[src/heap_sort_engine_macros.svh]
// assertion macros used by the heap sort engine sequencer
`ifndef HEAP_SORT_ENGINE_MACROS_SVH
`define HEAP_SORT_ENGINE_MACROS_SVH

// same-cycle implication, checked out of reset
`define HSE_ASSERT_NOW(lbl, ante, cons, msg) \
  lbl: assert property (@(posedge clk) disable iff (!rst_n) (ante) |-> (cons)) \
    else $error(msg);

// next-cycle implication, checked out of reset
`define HSE_ASSERT_NEXT(lbl, ante, cons, msg) \
  lbl: assert property (@(posedge clk) disable iff (!rst_n) (ante) |=> (cons)) \
    else $error(msg);

`endif

[src/hse_pkg.sv]
// shared constants for the heap sort engine
package hse_pkg;

  // element width
  localparam int DATA_W = 32;

  // default batch capacity
  localparam int MAX_ITEMS_DEF = 64;

endpackage

[src/hse_if.sv]
// valid/ready channel interfaces for the heap sort engine

// input word channel
interface hse_in_if;
  import hse_pkg::*;

  logic                     valid;
  logic                     ready;
  logic signed [DATA_W-1:0] value;
  logic                     last_item;

  modport source(output valid, output value, output last_item, input ready);
  modport sink(input valid, input value, input last_item, output ready);
endinterface

// result word channel
interface hse_out_if;
  import hse_pkg::*;

  logic                     valid;
  logic                     ready;
  logic signed [DATA_W-1:0] sorted_value;
  logic                     last_result;
  logic                     overflow;

  modport source(output valid, output sorted_value, output last_result, output overflow,
                 input ready);
  modport sink(input valid, input sorted_value, input last_result, input overflow,
               output ready);
endinterface

[src/heap_sort_engine.sv]
// heap sort engine top level: batch load, in-place heapsort, ascending readout
//
//   channel  | dir | words                              | handshake
//   in_ch    | in  | value, last_item                   | valid/ready
//   out_ch   | out | sorted_value, last_result, overflow | valid/ready
//
// load takes one cycle per word; the batch closes on last_item
// sort: each sift starts with BLD_RD/BLD_LD or EXT_RD/EXT_LD, then SIFT_RD and SIFT_CMP
//   per sift level, all through the one store (one write, two registered reads)
// readout: OUT_RD, OUT_LD, OUT_WAIT per result; a stalled result holds the store idle
// input is taken only while loading; reset is synchronous, active low, empties the batch
module heap_sort_engine #(
  parameter int MAX_ITEMS = hse_pkg::MAX_ITEMS_DEF
) (
  input logic       clk,
  input logic       rst_n,
  hse_in_if.sink    in_ch,
  hse_out_if.source out_ch
);
  import hse_pkg::*;

  localparam int AW = $clog2(MAX_ITEMS);
  localparam int CW = $clog2(MAX_ITEMS + 1);

  logic                     mem_we;
  logic [AW-1:0]            mem_waddr;
  logic signed [DATA_W-1:0] mem_wdata;
  logic [AW-1:0]            mem_raddr0;
  logic [AW-1:0]            mem_raddr1;
  logic signed [DATA_W-1:0] mem_rdata0;
  logic signed [DATA_W-1:0] mem_rdata1;

  // sequencer
  hse_ctrl #(
    .MAX_ITEMS (MAX_ITEMS),
    .AW        (AW),
    .CW        (CW)
  ) u_ctrl (
    .clk        (clk),
    .rst_n      (rst_n),
    .in_valid   (in_ch.valid),
    .in_ready   (in_ch.ready),
    .in_value   (in_ch.value),
    .in_last    (in_ch.last_item),
    .out_valid  (out_ch.valid),
    .out_ready  (out_ch.ready),
    .out_value  (out_ch.sorted_value),
    .out_last   (out_ch.last_result),
    .out_ovf    (out_ch.overflow),
    .mem_we     (mem_we),
    .mem_waddr  (mem_waddr),
    .mem_wdata  (mem_wdata),
    .mem_raddr0 (mem_raddr0),
    .mem_raddr1 (mem_raddr1),
    .mem_rdata0 (mem_rdata0),
    .mem_rdata1 (mem_rdata1)
  );

  // element store
  hse_ram #(
    .DEPTH (MAX_ITEMS),
    .AW    (AW)
  ) u_ram (
    .clk    (clk),
    .we     (mem_we),
    .waddr  (mem_waddr),
    .wdata  (mem_wdata),
    .raddr0 (mem_raddr0),
    .raddr1 (mem_raddr1),
    .rdata0 (mem_rdata0),
    .rdata1 (mem_rdata1)
  );

endmodule

[src/hse_ram.sv]
// element store: one write port, two registered read ports
module hse_ram #(
  parameter int DEPTH = hse_pkg::MAX_ITEMS_DEF,
  parameter int AW    = $clog2(hse_pkg::MAX_ITEMS_DEF)
) (
  input  logic                             clk,
  input  logic                             we,
  input  logic [AW-1:0]                    waddr,
  input  logic signed [hse_pkg::DATA_W-1:0] wdata,
  input  logic [AW-1:0]                    raddr0,
  input  logic [AW-1:0]                    raddr1,
  output logic signed [hse_pkg::DATA_W-1:0] rdata0,
  output logic signed [hse_pkg::DATA_W-1:0] rdata1
);
  import hse_pkg::*;

  logic signed [DATA_W-1:0] mem [DEPTH];

  // write port
  always_ff @(posedge clk) begin
    if (we) begin
      mem[waddr] <= wdata;
    end
  end

  // read ports, registered
  always_ff @(posedge clk) begin
    rdata0 <= mem[raddr0];
    rdata1 <= mem[raddr1];
  end

endmodule

[src/hse_ctrl.sv]
// sequencer: load, heap build, extraction and readout over the element store
module hse_ctrl #(
  parameter int MAX_ITEMS = hse_pkg::MAX_ITEMS_DEF,
  parameter int AW        = $clog2(hse_pkg::MAX_ITEMS_DEF),
  parameter int CW        = $clog2(hse_pkg::MAX_ITEMS_DEF + 1)
) (
  input  logic                              clk,
  input  logic                              rst_n,
  // input word
  input  logic                              in_valid,
  output logic                              in_ready,
  input  logic signed [hse_pkg::DATA_W-1:0] in_value,
  input  logic                              in_last,
  // result word
  output logic                              out_valid,
  input  logic                              out_ready,
  output logic signed [hse_pkg::DATA_W-1:0] out_value,
  output logic                              out_last,
  output logic                              out_ovf,
  // store access
  output logic                              mem_we,
  output logic [AW-1:0]                     mem_waddr,
  output logic signed [hse_pkg::DATA_W-1:0] mem_wdata,
  output logic [AW-1:0]                     mem_raddr0,
  output logic [AW-1:0]                     mem_raddr1,
  input  logic signed [hse_pkg::DATA_W-1:0] mem_rdata0,
  input  logic signed [hse_pkg::DATA_W-1:0] mem_rdata1
);
  import hse_pkg::*;
  `include "heap_sort_engine_macros.svh"

  // child indexes reach 2*MAX_ITEMS
  localparam int CHW = AW + 2;

  typedef enum logic [3:0] {
    ST_LOAD,
    ST_BLD_RD,
    ST_BLD_LD,
    ST_SIFT_RD,
    ST_SIFT_CMP,
    ST_EXT_RD,
    ST_EXT_LD,
    ST_OUT_RD,
    ST_OUT_LD,
    ST_OUT_WAIT
  } state_t;

  state_t                   state_r;
  logic [CW-1:0]            count_r;
  logic                     ovf_r;
  logic [CW-1:0]            k_r;
  logic [AW-1:0]            node_r;
  logic                     extract_r;
  logic signed [DATA_W-1:0] held_r;
  logic                     out_valid_r;
  logic signed [DATA_W-1:0] out_value_r;
  logic                     out_last_r;
  logic                     out_ovf_r;

  logic                     full;
  logic                     accept;
  logic [CW-1:0]            n_new;
  logic [CW-1:0]            heap_size;
  logic [CHW-1:0]           lc;
  logic [CHW-1:0]           rc;
  logic                     lc_ok;
  logic                     rc_ok;
  logic                     l_gt;
  logic                     r_gt;
  logic                     moving;
  logic signed [DATA_W-1:0] bv_l;
  logic signed [DATA_W-1:0] bv;
  logic [CHW-1:0]           big;

  // load bookkeeping
  assign full     = (count_r == CW'(MAX_ITEMS));
  assign in_ready = (state_r == ST_LOAD);
  assign accept   = in_valid && in_ready;
  assign n_new    = full ? count_r : count_r + CW'(1);

  // sift step: pick the larger child against the sinking value
  assign heap_size = extract_r ? k_r : count_r;
  assign lc        = CHW'({node_r, 1'b1});
  assign rc        = CHW'({node_r, 1'b0}) + CHW'(2);
  assign lc_ok     = (lc < CHW'(heap_size));
  assign rc_ok     = (rc < CHW'(heap_size));
  assign l_gt      = lc_ok && (mem_rdata0 > held_r);
  assign bv_l      = l_gt ? mem_rdata0 : held_r;
  assign r_gt      = rc_ok && (mem_rdata1 > bv_l);
  assign moving    = l_gt || r_gt;
  assign big       = r_gt ? rc : lc;
  assign bv        = r_gt ? mem_rdata1 : mem_rdata0;

  // store port steering; reads and writes fall in different states
  always_comb begin
    mem_we     = 1'b0;
    mem_waddr  = node_r;
    mem_wdata  = held_r;
    mem_raddr0 = lc[AW-1:0];
    mem_raddr1 = rc[AW-1:0];
    case (state_r)
      ST_LOAD: begin
        mem_we    = accept && !full;
        mem_waddr = count_r[AW-1:0];
        mem_wdata = in_value;
      end
      ST_BLD_RD: begin
        mem_raddr0 = AW'(k_r - CW'(1));
      end
      ST_SIFT_CMP: begin
        mem_we    = 1'b1;
        mem_wdata = moving ? bv : held_r;
      end
      ST_EXT_RD: begin
        mem_raddr0 = '0;
        mem_raddr1 = k_r[AW-1:0];
      end
      ST_EXT_LD: begin
        mem_we    = 1'b1;
        mem_waddr = k_r[AW-1:0];
        mem_wdata = mem_rdata0;
      end
      ST_OUT_RD: begin
        mem_raddr0 = k_r[AW-1:0];
      end
      default: begin
      end
    endcase
  end

  // sequencer and result register
  always_ff @(posedge clk) begin
    if (!rst_n) begin
      state_r     <= ST_LOAD;
      count_r     <= '0;
      ovf_r       <= 1'b0;
      out_valid_r <= 1'b0;
    end else begin
      case (state_r)
        ST_LOAD: begin
          if (accept) begin
            count_r <= n_new;
            if (full) begin
              ovf_r <= 1'b1;
            end
            if (in_last) begin
              if (n_new < CW'(2)) begin
                k_r     <= '0;
                state_r <= ST_OUT_RD;
              end else begin
                k_r     <= n_new >> 1;
                state_r <= ST_BLD_RD;
              end
            end
          end
        end
        ST_BLD_RD: begin
          state_r <= ST_BLD_LD;
        end
        ST_BLD_LD: begin
          held_r    <= mem_rdata0;
          node_r    <= AW'(k_r - CW'(1));
          extract_r <= 1'b0;
          state_r   <= ST_SIFT_RD;
        end
        ST_SIFT_RD: begin
          state_r <= ST_SIFT_CMP;
        end
        ST_SIFT_CMP: begin
          if (moving) begin
            node_r  <= big[AW-1:0];
            state_r <= ST_SIFT_RD;
          end else if (!extract_r) begin
            if (k_r > CW'(1)) begin
              k_r     <= k_r - CW'(1);
              state_r <= ST_BLD_RD;
            end else begin
              k_r     <= count_r - CW'(1);
              state_r <= ST_EXT_RD;
            end
          end else begin
            if (k_r == CW'(1)) begin
              k_r     <= '0;
              state_r <= ST_OUT_RD;
            end else begin
              k_r     <= k_r - CW'(1);
              state_r <= ST_EXT_RD;
            end
          end
        end
        ST_EXT_RD: begin
          state_r <= ST_EXT_LD;
        end
        ST_EXT_LD: begin
          held_r    <= mem_rdata1;
          node_r    <= '0;
          extract_r <= 1'b1;
          state_r   <= ST_SIFT_RD;
        end
        ST_OUT_RD: begin
          state_r <= ST_OUT_LD;
        end
        ST_OUT_LD: begin
          out_value_r <= mem_rdata0;
          out_last_r  <= (k_r == count_r - CW'(1));
          out_ovf_r   <= ovf_r;
          out_valid_r <= 1'b1;
          state_r     <= ST_OUT_WAIT;
        end
        ST_OUT_WAIT: begin
          if (out_ready) begin
            out_valid_r <= 1'b0;
            if (out_last_r) begin
              count_r <= '0;
              ovf_r   <= 1'b0;
              state_r <= ST_LOAD;
            end else begin
              k_r     <= k_r + CW'(1);
              state_r <= ST_OUT_RD;
            end
          end
        end
        default: begin
          state_r <= ST_LOAD;
        end
      endcase
    end
  end

  assign out_valid = out_valid_r;
  assign out_value = out_value_r;
  assign out_last  = out_last_r;
  assign out_ovf   = out_ovf_r;

  // checks
  `HSE_ASSERT_NOW(a_no_load_during_out, out_valid_r, !in_ready, "input open while result pending")
  `HSE_ASSERT_NOW(a_count_bound, 1'b1, count_r <= CW'(MAX_ITEMS), "element count over capacity")
  `HSE_ASSERT_NEXT(a_reopen_after_last, out_valid_r && out_ready && out_last_r, in_ready, "batch not closed after last result")
  `HSE_ASSERT_NOW(a_no_write_in_readout, out_valid_r, !mem_we, "store written during readout")

endmodule
[src/flat_wrapper.sv]
// flat-port wrapper written by rule: the top's interface ports become plain ports
module heap_sort_engine_flat import hse_pkg::*;
#(
  parameter int MAX_ITEMS = hse_pkg::MAX_ITEMS_DEF
)
  (clk, rst_n, in_ch_valid, in_ch_value, in_ch_last_item, in_ch_ready, out_ch_valid, out_ch_sorted_value, out_ch_last_result, out_ch_overflow, out_ch_ready);
  hse_in_if in_ch_i ();
  hse_out_if out_ch_i ();
  input logic clk;
  input logic rst_n;
  input wire logic [$bits(in_ch_i.valid)-1:0] in_ch_valid;
  input wire logic [$bits(in_ch_i.value)-1:0] in_ch_value;
  input wire logic [$bits(in_ch_i.last_item)-1:0] in_ch_last_item;
  output wire logic [$bits(in_ch_i.ready)-1:0] in_ch_ready;
  output wire logic [$bits(out_ch_i.valid)-1:0] out_ch_valid;
  output wire logic [$bits(out_ch_i.sorted_value)-1:0] out_ch_sorted_value;
  output wire logic [$bits(out_ch_i.last_result)-1:0] out_ch_last_result;
  output wire logic [$bits(out_ch_i.overflow)-1:0] out_ch_overflow;
  input wire logic [$bits(out_ch_i.ready)-1:0] out_ch_ready;
  assign in_ch_i.valid = in_ch_valid;
  assign in_ch_i.value = in_ch_value;
  assign in_ch_i.last_item = in_ch_last_item;
  assign in_ch_ready = in_ch_i.ready;
  assign out_ch_valid = out_ch_i.valid;
  assign out_ch_sorted_value = out_ch_i.sorted_value;
  assign out_ch_last_result = out_ch_i.last_result;
  assign out_ch_overflow = out_ch_i.overflow;
  assign out_ch_i.ready = out_ch_ready;
  heap_sort_engine #(.MAX_ITEMS(MAX_ITEMS)) u_core (.clk(clk), .rst_n(rst_n), .in_ch(in_ch_i), .out_ch(out_ch_i));
endmodule
[config.mk]
export PLATFORM = sky130hd
export DESIGN_NAME = heap_sort_engine_flat
export DESIGN_NICKNAME = d
export VERILOG_FILES = /design/src/hse_pkg.sv /design/src/hse_if.sv /design/src/heap_sort_engine.sv /design/src/hse_ram.sv /design/src/hse_ctrl.sv /design/src/flat_wrapper.sv
export VERILOG_INCLUDE_DIRS = /design/src /design/src/src
export SDC_FILE = /design/constraint.sdc
export NUM_CORES = 2
export LEC_CHECK = 0
export BUFFER_PORTS_ARGS = -buffer_cell sky130_fd_sc_hd__buf_2
export CORE_UTILIZATION = 49
export CTS_BUF_LIST = sky130_fd_sc_hd__clkbuf_4
export CTS_CLUSTER_DIAMETER = 30
export DETAILED_ROUTE_END_ITERATION = 12
export PLACE_DENSITY = 0.64
export SYNTH_ARGS = -nofsm -noshare
export SYNTH_HDL_FRONTEND = slang
export SYNTH_SLANG_ARGS = --single-unit
export TNS_END_PERCENT = 100
[constraint.sdc]
create_clock -name clk -period 15.25 [get_ports clk]
set_input_delay 3.05 -clock clk [delete_from_list [all_inputs] [get_ports clk]]
set_output_delay 3.05 -clock clk [all_outputs]
set_load 0.005 [all_outputs]
# Word level (Yosys, flattened, before mapping)
# Memories as Yosys holds them, arrays and structs flattened. A register that Yosys moved wholly into a read port is not among the register bits.
# Index checks and enable logic that the tools add are counted.
# totals
reg_bits	93
ramBits	2048
inputBits	37
out_inout_bits	36
word_cells	113
n_memories	1
# memory_table
memory	words	word_bits	read_ports	rd_clocked_by_memory_dff	wr	line_no	source
u_core.u_ram.mem	64	32	2	2	1	hse_ram.sv:17	logic signed [DATA_W-1:0] mem [DEPTH];
# classes
n_addsub	5
n_lt_le_gt_ge	6
n_eq_ne	20
n_mux	48
n_reduce_logical	22
# op_table
cell	count
two-way mux 32 bit	3
one-hot mux 32 bit (3 select lines)	1
two-way mux 7 bit	13
greater-than comparator 32 bit	2
one-hot mux 32 bit (2 select lines)	1
one-hot mux 4 bit (9 select lines)	1
one-hot mux 6 bit (3 select lines)	2
two-way mux 6 bit	4
one-hot mux 7 bit (3 select lines)	1
two-way mux 4 bit	5
equality test 4 x 3 -> 1 bit (second input constant)	4
adder 7 x 1 -> 7 bit (second input constant)	2
one-hot mux 7 bit (2 select lines)	1
subtractor 7 x 1 -> 7 bit (second input constant)	2
!= test 2 bit (second input constant)	6
one-hot mux 6 bit (2 select lines)	1
two-way mux 3 bit	3
adder 7 x 2 -> 8 bit (second input constant)	1
equality test 4 x 2 -> 1 bit (second input constant)	2
equality test 4 bit (second input constant)	2
less-than comparator 8 x 7 -> 1 bit	1
one-hot mux 1 bit (2 select lines)	4
equality test 7 x 1 -> 1 bit (second input constant)	1
equality test 7 bit	1
20 further kinds	37

# Depth between registers and ports, before layout
# logic_depth
ltp_word	9
depth_mapped	26
depth_no_buf	20

# By module
# From an unflattened synthesis, not the netlist that was laid out.
# hier_totals
cells_unflattened	5283
area_unflattened_um2	103655.7
# modules_own_cells
mod	n_inst	cells_each	area_per_inst_um2	seq_area_each_um2
hse_ram	1	4409	95715.5	62780.2
hse_ctrl	1	874	7940.1	2662.6

# Worst setup path after synthesis
# OpenSTA, ideal clock, no wires.
# synth_timing
kind	register to register
startpoint	register u_core.u_ctrl.extract_r
endpoint	memory u_core.u_ram.mem[0][18] (data pin)
setup_time_ns	0.721
arrival_time_ns	7.381
required_time_ns	14.529
slack_ns	7.148
stages_incl_launch_ff	24
path_buffers	6
period_less_slack_ns	8.102
path_cell_list	edfxtp_1 clkbuf_1 mux2i_1 ha_1 nor2b_1 o21a_1 o211ai_1 a21boi_0 nor4b_1 mux2_2 buf_4 buf_2 mux2i_1 ha_1 nand4_1 nor3_1 a221oi_1 o21ai_0 o311ai_1 nand2_2 buf_6 buf_6 buf_2 o31ai_1
# synth_between
elab_chain_len	9
word_cells_on_any_way	11
classes_between	3 x order compare; 5 x mux; 3 x reduce/logical
# synth_rtl
element	line_no	source
from (decl)	hse_ctrl.sv:53	logic extract_r;
from (signal assigned)	hse_ctrl.sv:163	extract_r <= 1'b0;
from (signal assigned)	hse_ctrl.sv:197	extract_r <= 1'b1;
two-way mux 7 bit (*)	hse_ctrl.sv:82	assign heap_size = extract_r ? k_r : count_r;
less-than comparator 7 bit	hse_ctrl.sv:85	assign lc_ok = (lc < CHW'(heap_size));
logical AND 1 bit	hse_ctrl.sv:87	assign l_gt = lc_ok && (mem_rdata0 > held_r);
two-way mux 32 bit	hse_ctrl.sv:88	assign bv_l = l_gt ? mem_rdata0 : held_r;
greater-than comparator 32 bit	hse_ctrl.sv:89	assign r_gt = rc_ok && (mem_rdata1 > bv_l);
logical AND 1 bit	hse_ctrl.sv:89	
two-way mux 32 bit or logical OR 1 bit (tied branches)	hse_ctrl.sv:92, hse_ctrl.sv:90	
two-way mux 32 bit (*)	hse_ctrl.sv:112	mem_wdata = moving ? bv : held_r;
one-hot mux 32 bit (3 select lines) (*)	hse_ctrl.sv:101	case (state_r)
net u_core.mem_wdata[18]	heap_sort_engine.sv:27	logic signed [DATA_W-1:0] mem_wdata;
to (decl)	hse_ram.sv:17	
# The timed path passes the listed nets; every way through them passes the cells marked *.

# Worst setup path in the final report
# layout_timing
startpoint	register u_core.u_ctrl.k_r[2]
endpoint	memory u_core.u_ram.mem[42][15] (data pin)
# layout_between
elab_chain_len	9
word_cells_on_any_way	11
classes_between	3 x order compare; 5 x mux; 3 x reduce/logical
# layout_rtl
element	line_no	source
from (decl)	hse_ctrl.sv:51	logic [CW-1:0] k_r;
from (signal assigned)	hse_ctrl.sv:151	k_r <= n_new >> 1;
from (signal assigned)	hse_ctrl.sv:175	k_r <= k_r - CW'(1);
from (signal assigned)	hse_ctrl.sv:178	k_r <= count_r - CW'(1);
two-way mux 7 bit (*)	hse_ctrl.sv:82	
less-than comparator 7 bit	hse_ctrl.sv:85	
logical AND 1 bit	hse_ctrl.sv:87	
two-way mux 32 bit	hse_ctrl.sv:88	
greater-than comparator 32 bit	hse_ctrl.sv:89	
logical AND 1 bit	hse_ctrl.sv:89	
two-way mux 32 bit or logical OR 1 bit (tied branches)	hse_ctrl.sv:92, hse_ctrl.sv:90	
two-way mux 32 bit (*)	hse_ctrl.sv:112	
one-hot mux 32 bit (3 select lines) (*)	hse_ctrl.sv:101	
net u_core.mem_wdata[15]	heap_sort_engine.sv:27	
# Marks and branches as above.

==> impl_metrics.ini <==
[status]
status = finished, final reports clean

[route]
drc_errors = 0
dr_total_vias = 76792
drt_iter0_markers = 10231
firstDrtPassIters = 6
routedWlPerCell_um = 30.82
final_antenna_net_count = 0
routed_via_density = 6.403
wl_mm = 369.6

[synthesis]
syn_inst = 8278
synth_top_cell_area_share = 0.5804
syn_area_per_cell_um2 = 13.30
synth.distinct_cells = 64
synth_seq_cells = 2205
yosysTopAreaCell = edfxtp_1
syn-cell-area_um2 = 110100
ys_warn_count = 0
synth_edf_count = 2128
synth_common_cells = edfxtp_1 (2,128), mux2i_1 (2,058), nand2_1 (1,388), nand3_1 (808), buf_2 (341)
synth_ff_type = edfxtp_1
seq_area_frac_synth = 0.5945
ys_top_cells_by_area = edfxtp_1 (58%), mux2i_1 (19%), mux4_2 (5.2%)
synth_nets = 8398
post-synth-top-count-cell = edfxtp_1
async_flop_share = 0

[place]
dpl_worst_slack_ns = 6.541
place.gp.congestion = 0.9209
dp_hpwl_mm = 209.7
port_buffers = 72

[critical_path]
cp.arrival_ns = 9.88
r2r_start = u_core.u_ctrl.k_r[2]
cp_slowest_cell = a221o_2
crit_fanout = 64
crit_chain = mux2i_1 > ha_1 > nor2b_1 > o21a_1 > o211ai_1 > a21boi_0 > nor4b_1 > mux2_2 > buf_4 > mux2i_1 > ha_1 > nand4_1 > nor4b_1 > a31oi_1 > nor2b_1 > o311ai_1 > nand2_4 > nor3b_1 > a221o_2
ff2ff_setup_slack_ns = 6.36
worstRegToRegCells = 19
crit_path_end_kind = register
worstSetupPathType = reg -> reg
r2r_end = u_core.u_ram.mem[42][15]
critical-path-max-stage-delay_ns = 1.16
cp.required_ns = 16.24
cp-start-kind = register

[power]
cellPowerDensity_nw_per_um2 = 217.5
peakVddDrop_v = 0.0002844
leakagePower_nw = 43.03
finalPower_w = 0.02647

[sta]
fin_hold_ws_ns = 0.4448
relSlewSlack = 0.1087
max_slew.worst_pin.slew_ns = 1.300
rsz0062_at_grt = false
slew_violations = 0
fin_ws_ns = 6.355
tns_ns = 0
fin_skew_ns = 0.1066
setup_viol = 0
min_period_ns = 8.895
max_freq_ghz = 0.1124
period_share = 0.5833
hold_viol = 0

[worst_hold_path]
hp-start = u_core.u_ctrl.ovf_r
whs_path_depth = 0
hold_path_end = u_core.u_ctrl.out_ovf
hold_path_class = reg -> reg

[floorplanning]
io_pins = 73
die_area_um2 = 226600
dieWidth_um = 476.0
dieHeight_um = 476.0
core-area_um2 = 222700
rows = 173
start_util = 0.4943

[cts]
cts_tree = built
cts-htree-levels = 6
post_cts_buffers = 0
clkTransAtPathRegs_ns = 0.06
clkSinkCount = 2205
cts_buffers = 613
cts_root_buf = clkbuf_4
post_cts_resized = 0
worstSkewPairLatency_ns = 1.44
holdBufCountCts = 0
clk_path_buf_depth = 4

[grt]
first_global_vias = 74185
grt_overflow = 0
grt_max_degree = 142
grt_usage = 0.3221
grt_pass1_wl_mm = 520.4
antenna_found_initial = 34

[run]
drv_cap = 0

[final_layout]
post-route-util = 0.5464
fill_cells = 18333
drive_gt1_frac = 0.1794
final_nets = 8679
areaGrowthSynthToFinish_pct = 10.55
## registers in the layout, summed over array words and instances (netlist names)
| name | flops |
|---|---|
| u_core.u_ctrl.state_r | 4 |
| u_core.u_ram.rdata0 | 32 |
| u_core.u_ctrl.node_r | 6 |
| u_core.u_ctrl.count_r | 7 |
| u_core.u_ctrl.out_value | 32 |
| u_core.u_ctrl.out_valid | 1 |
| u_core.u_ram.mem | 2048 |
| u_core.u_ram.rdata1 | 32 |
| u_core.u_ctrl.ovf_r | 1 |
| u_core.u_ctrl.out_ovf | 1 |
| u_core.u_ctrl.held_r | 32 |
| u_core.u_ctrl.extract_r | 1 |
| u_core.u_ctrl.k_r | 7 |
| u_core.u_ctrl.out_last | 1 |
## per-layer routing
layer,vias to the layer above,GRT usage,part of all wire
met5,-,0,0.00018
met4,12,0.1158,0.032
met3,740,0.09331,0.12
met2,4880,0.4792,0.44
met1,38710,0.4483,0.40
li1,32450,-,-
## power by group
| group | total, W | switching [W] | internal [W] |
|---|---|---|---|
| Clock | 0.00530 | 0.00253 | 0.00277 |
| Combinational | 0.0118 | 0.00850 | 0.00334 |
| Sequential | 0.00933 | 0.000294 | 0.00904 |
## cell usage in the layout (no fill, tap or decap), drive strengths merged, types with 32 or more instances in the layout
cell,count
a21oi,320
a221oi,32
buf,260
clkbuf,865
clkinv,177
dfxtp,77
edfxtp,2128
ha,83
inv,58
mux2,36
mux2i,2058
mux4,256
nand2,1389
nand3,808
nor2,97
nor4,70
## per-stage QoR
stage,std cells,cell area [µm²]
global route,11981,121700
floorplan,8278,110100
CTS,11979,121700
finish,11993,121700
detailed placement,10919,114100
global placement,10919,114100
## layout make-up
type,instances,area [µm²],area share
Sequential cell,2205,65440,0.5377
Multi-Input combinational cell,5428,42780,0.3515
Clock buffer,865,6494,0.05336
Tap cell,2975,3722,0.03058
Timing Repair Buffer,260,1997,0.01641
Clock inverter,195,1039,0.008533
Inverter,51,191.4,0.001573
Antenna cell,14,35.03,0.0002879
## logic make-up after synthesis
logic type	Yosys count	share of synthesized area
buffers and inverters	645	0.02621
xor gates and xnor gates	36	0.002864
DFF	2205	0.5945
AOI/OAI and AO/OA	511	0.02749
and+or+nand+nor	2448	0.09638
muxes	2350	0.2432
adders and majority gates	83	0.009433
## critical path, delay by kind of cell (launching register included)
| family | cells | cell delay, ns |
|---|---|---|
| AOI/OAI and AO/OA | 6 | 2.12 |
| adders and majority gates | 2 | 0.54 |
| buffers and inverters | 1 | 0.52 |
| DFF | 1 | 0.72 |
| muxes | 3 | 1.24 |
| and+or+nand+nor | 7 | 3.20 |
## how the worst max path moves through the flow
stage | from | to | slack [ns] | cells past startpoint
finish | u_core.u_ctrl.k_r[2] | u_core.u_ram.mem[42][15] | 6.36 | 19
global route | u_core.u_ctrl.k_r[2] | u_core.u_ram.mem[39][23] | 6.17 | 19
CTS | u_core.u_ctrl.k_r[2] | u_core.u_ram.mem[39][23] | 6.46 | 19
detailed placement | u_core.u_ctrl.k_r[2] | u_core.u_ram.mem[60][23] | 6.54 | 19
global placement | u_core.u_ctrl.k_r[2] | u_core.u_ram.mem[53][23] | 6.75 | 19
floorplan | u_core.u_ctrl.extract_r | u_core.u_ram.mem[0][18] | 7.15 | 23
Note: power is estimated with default switching activity, not from simulation.
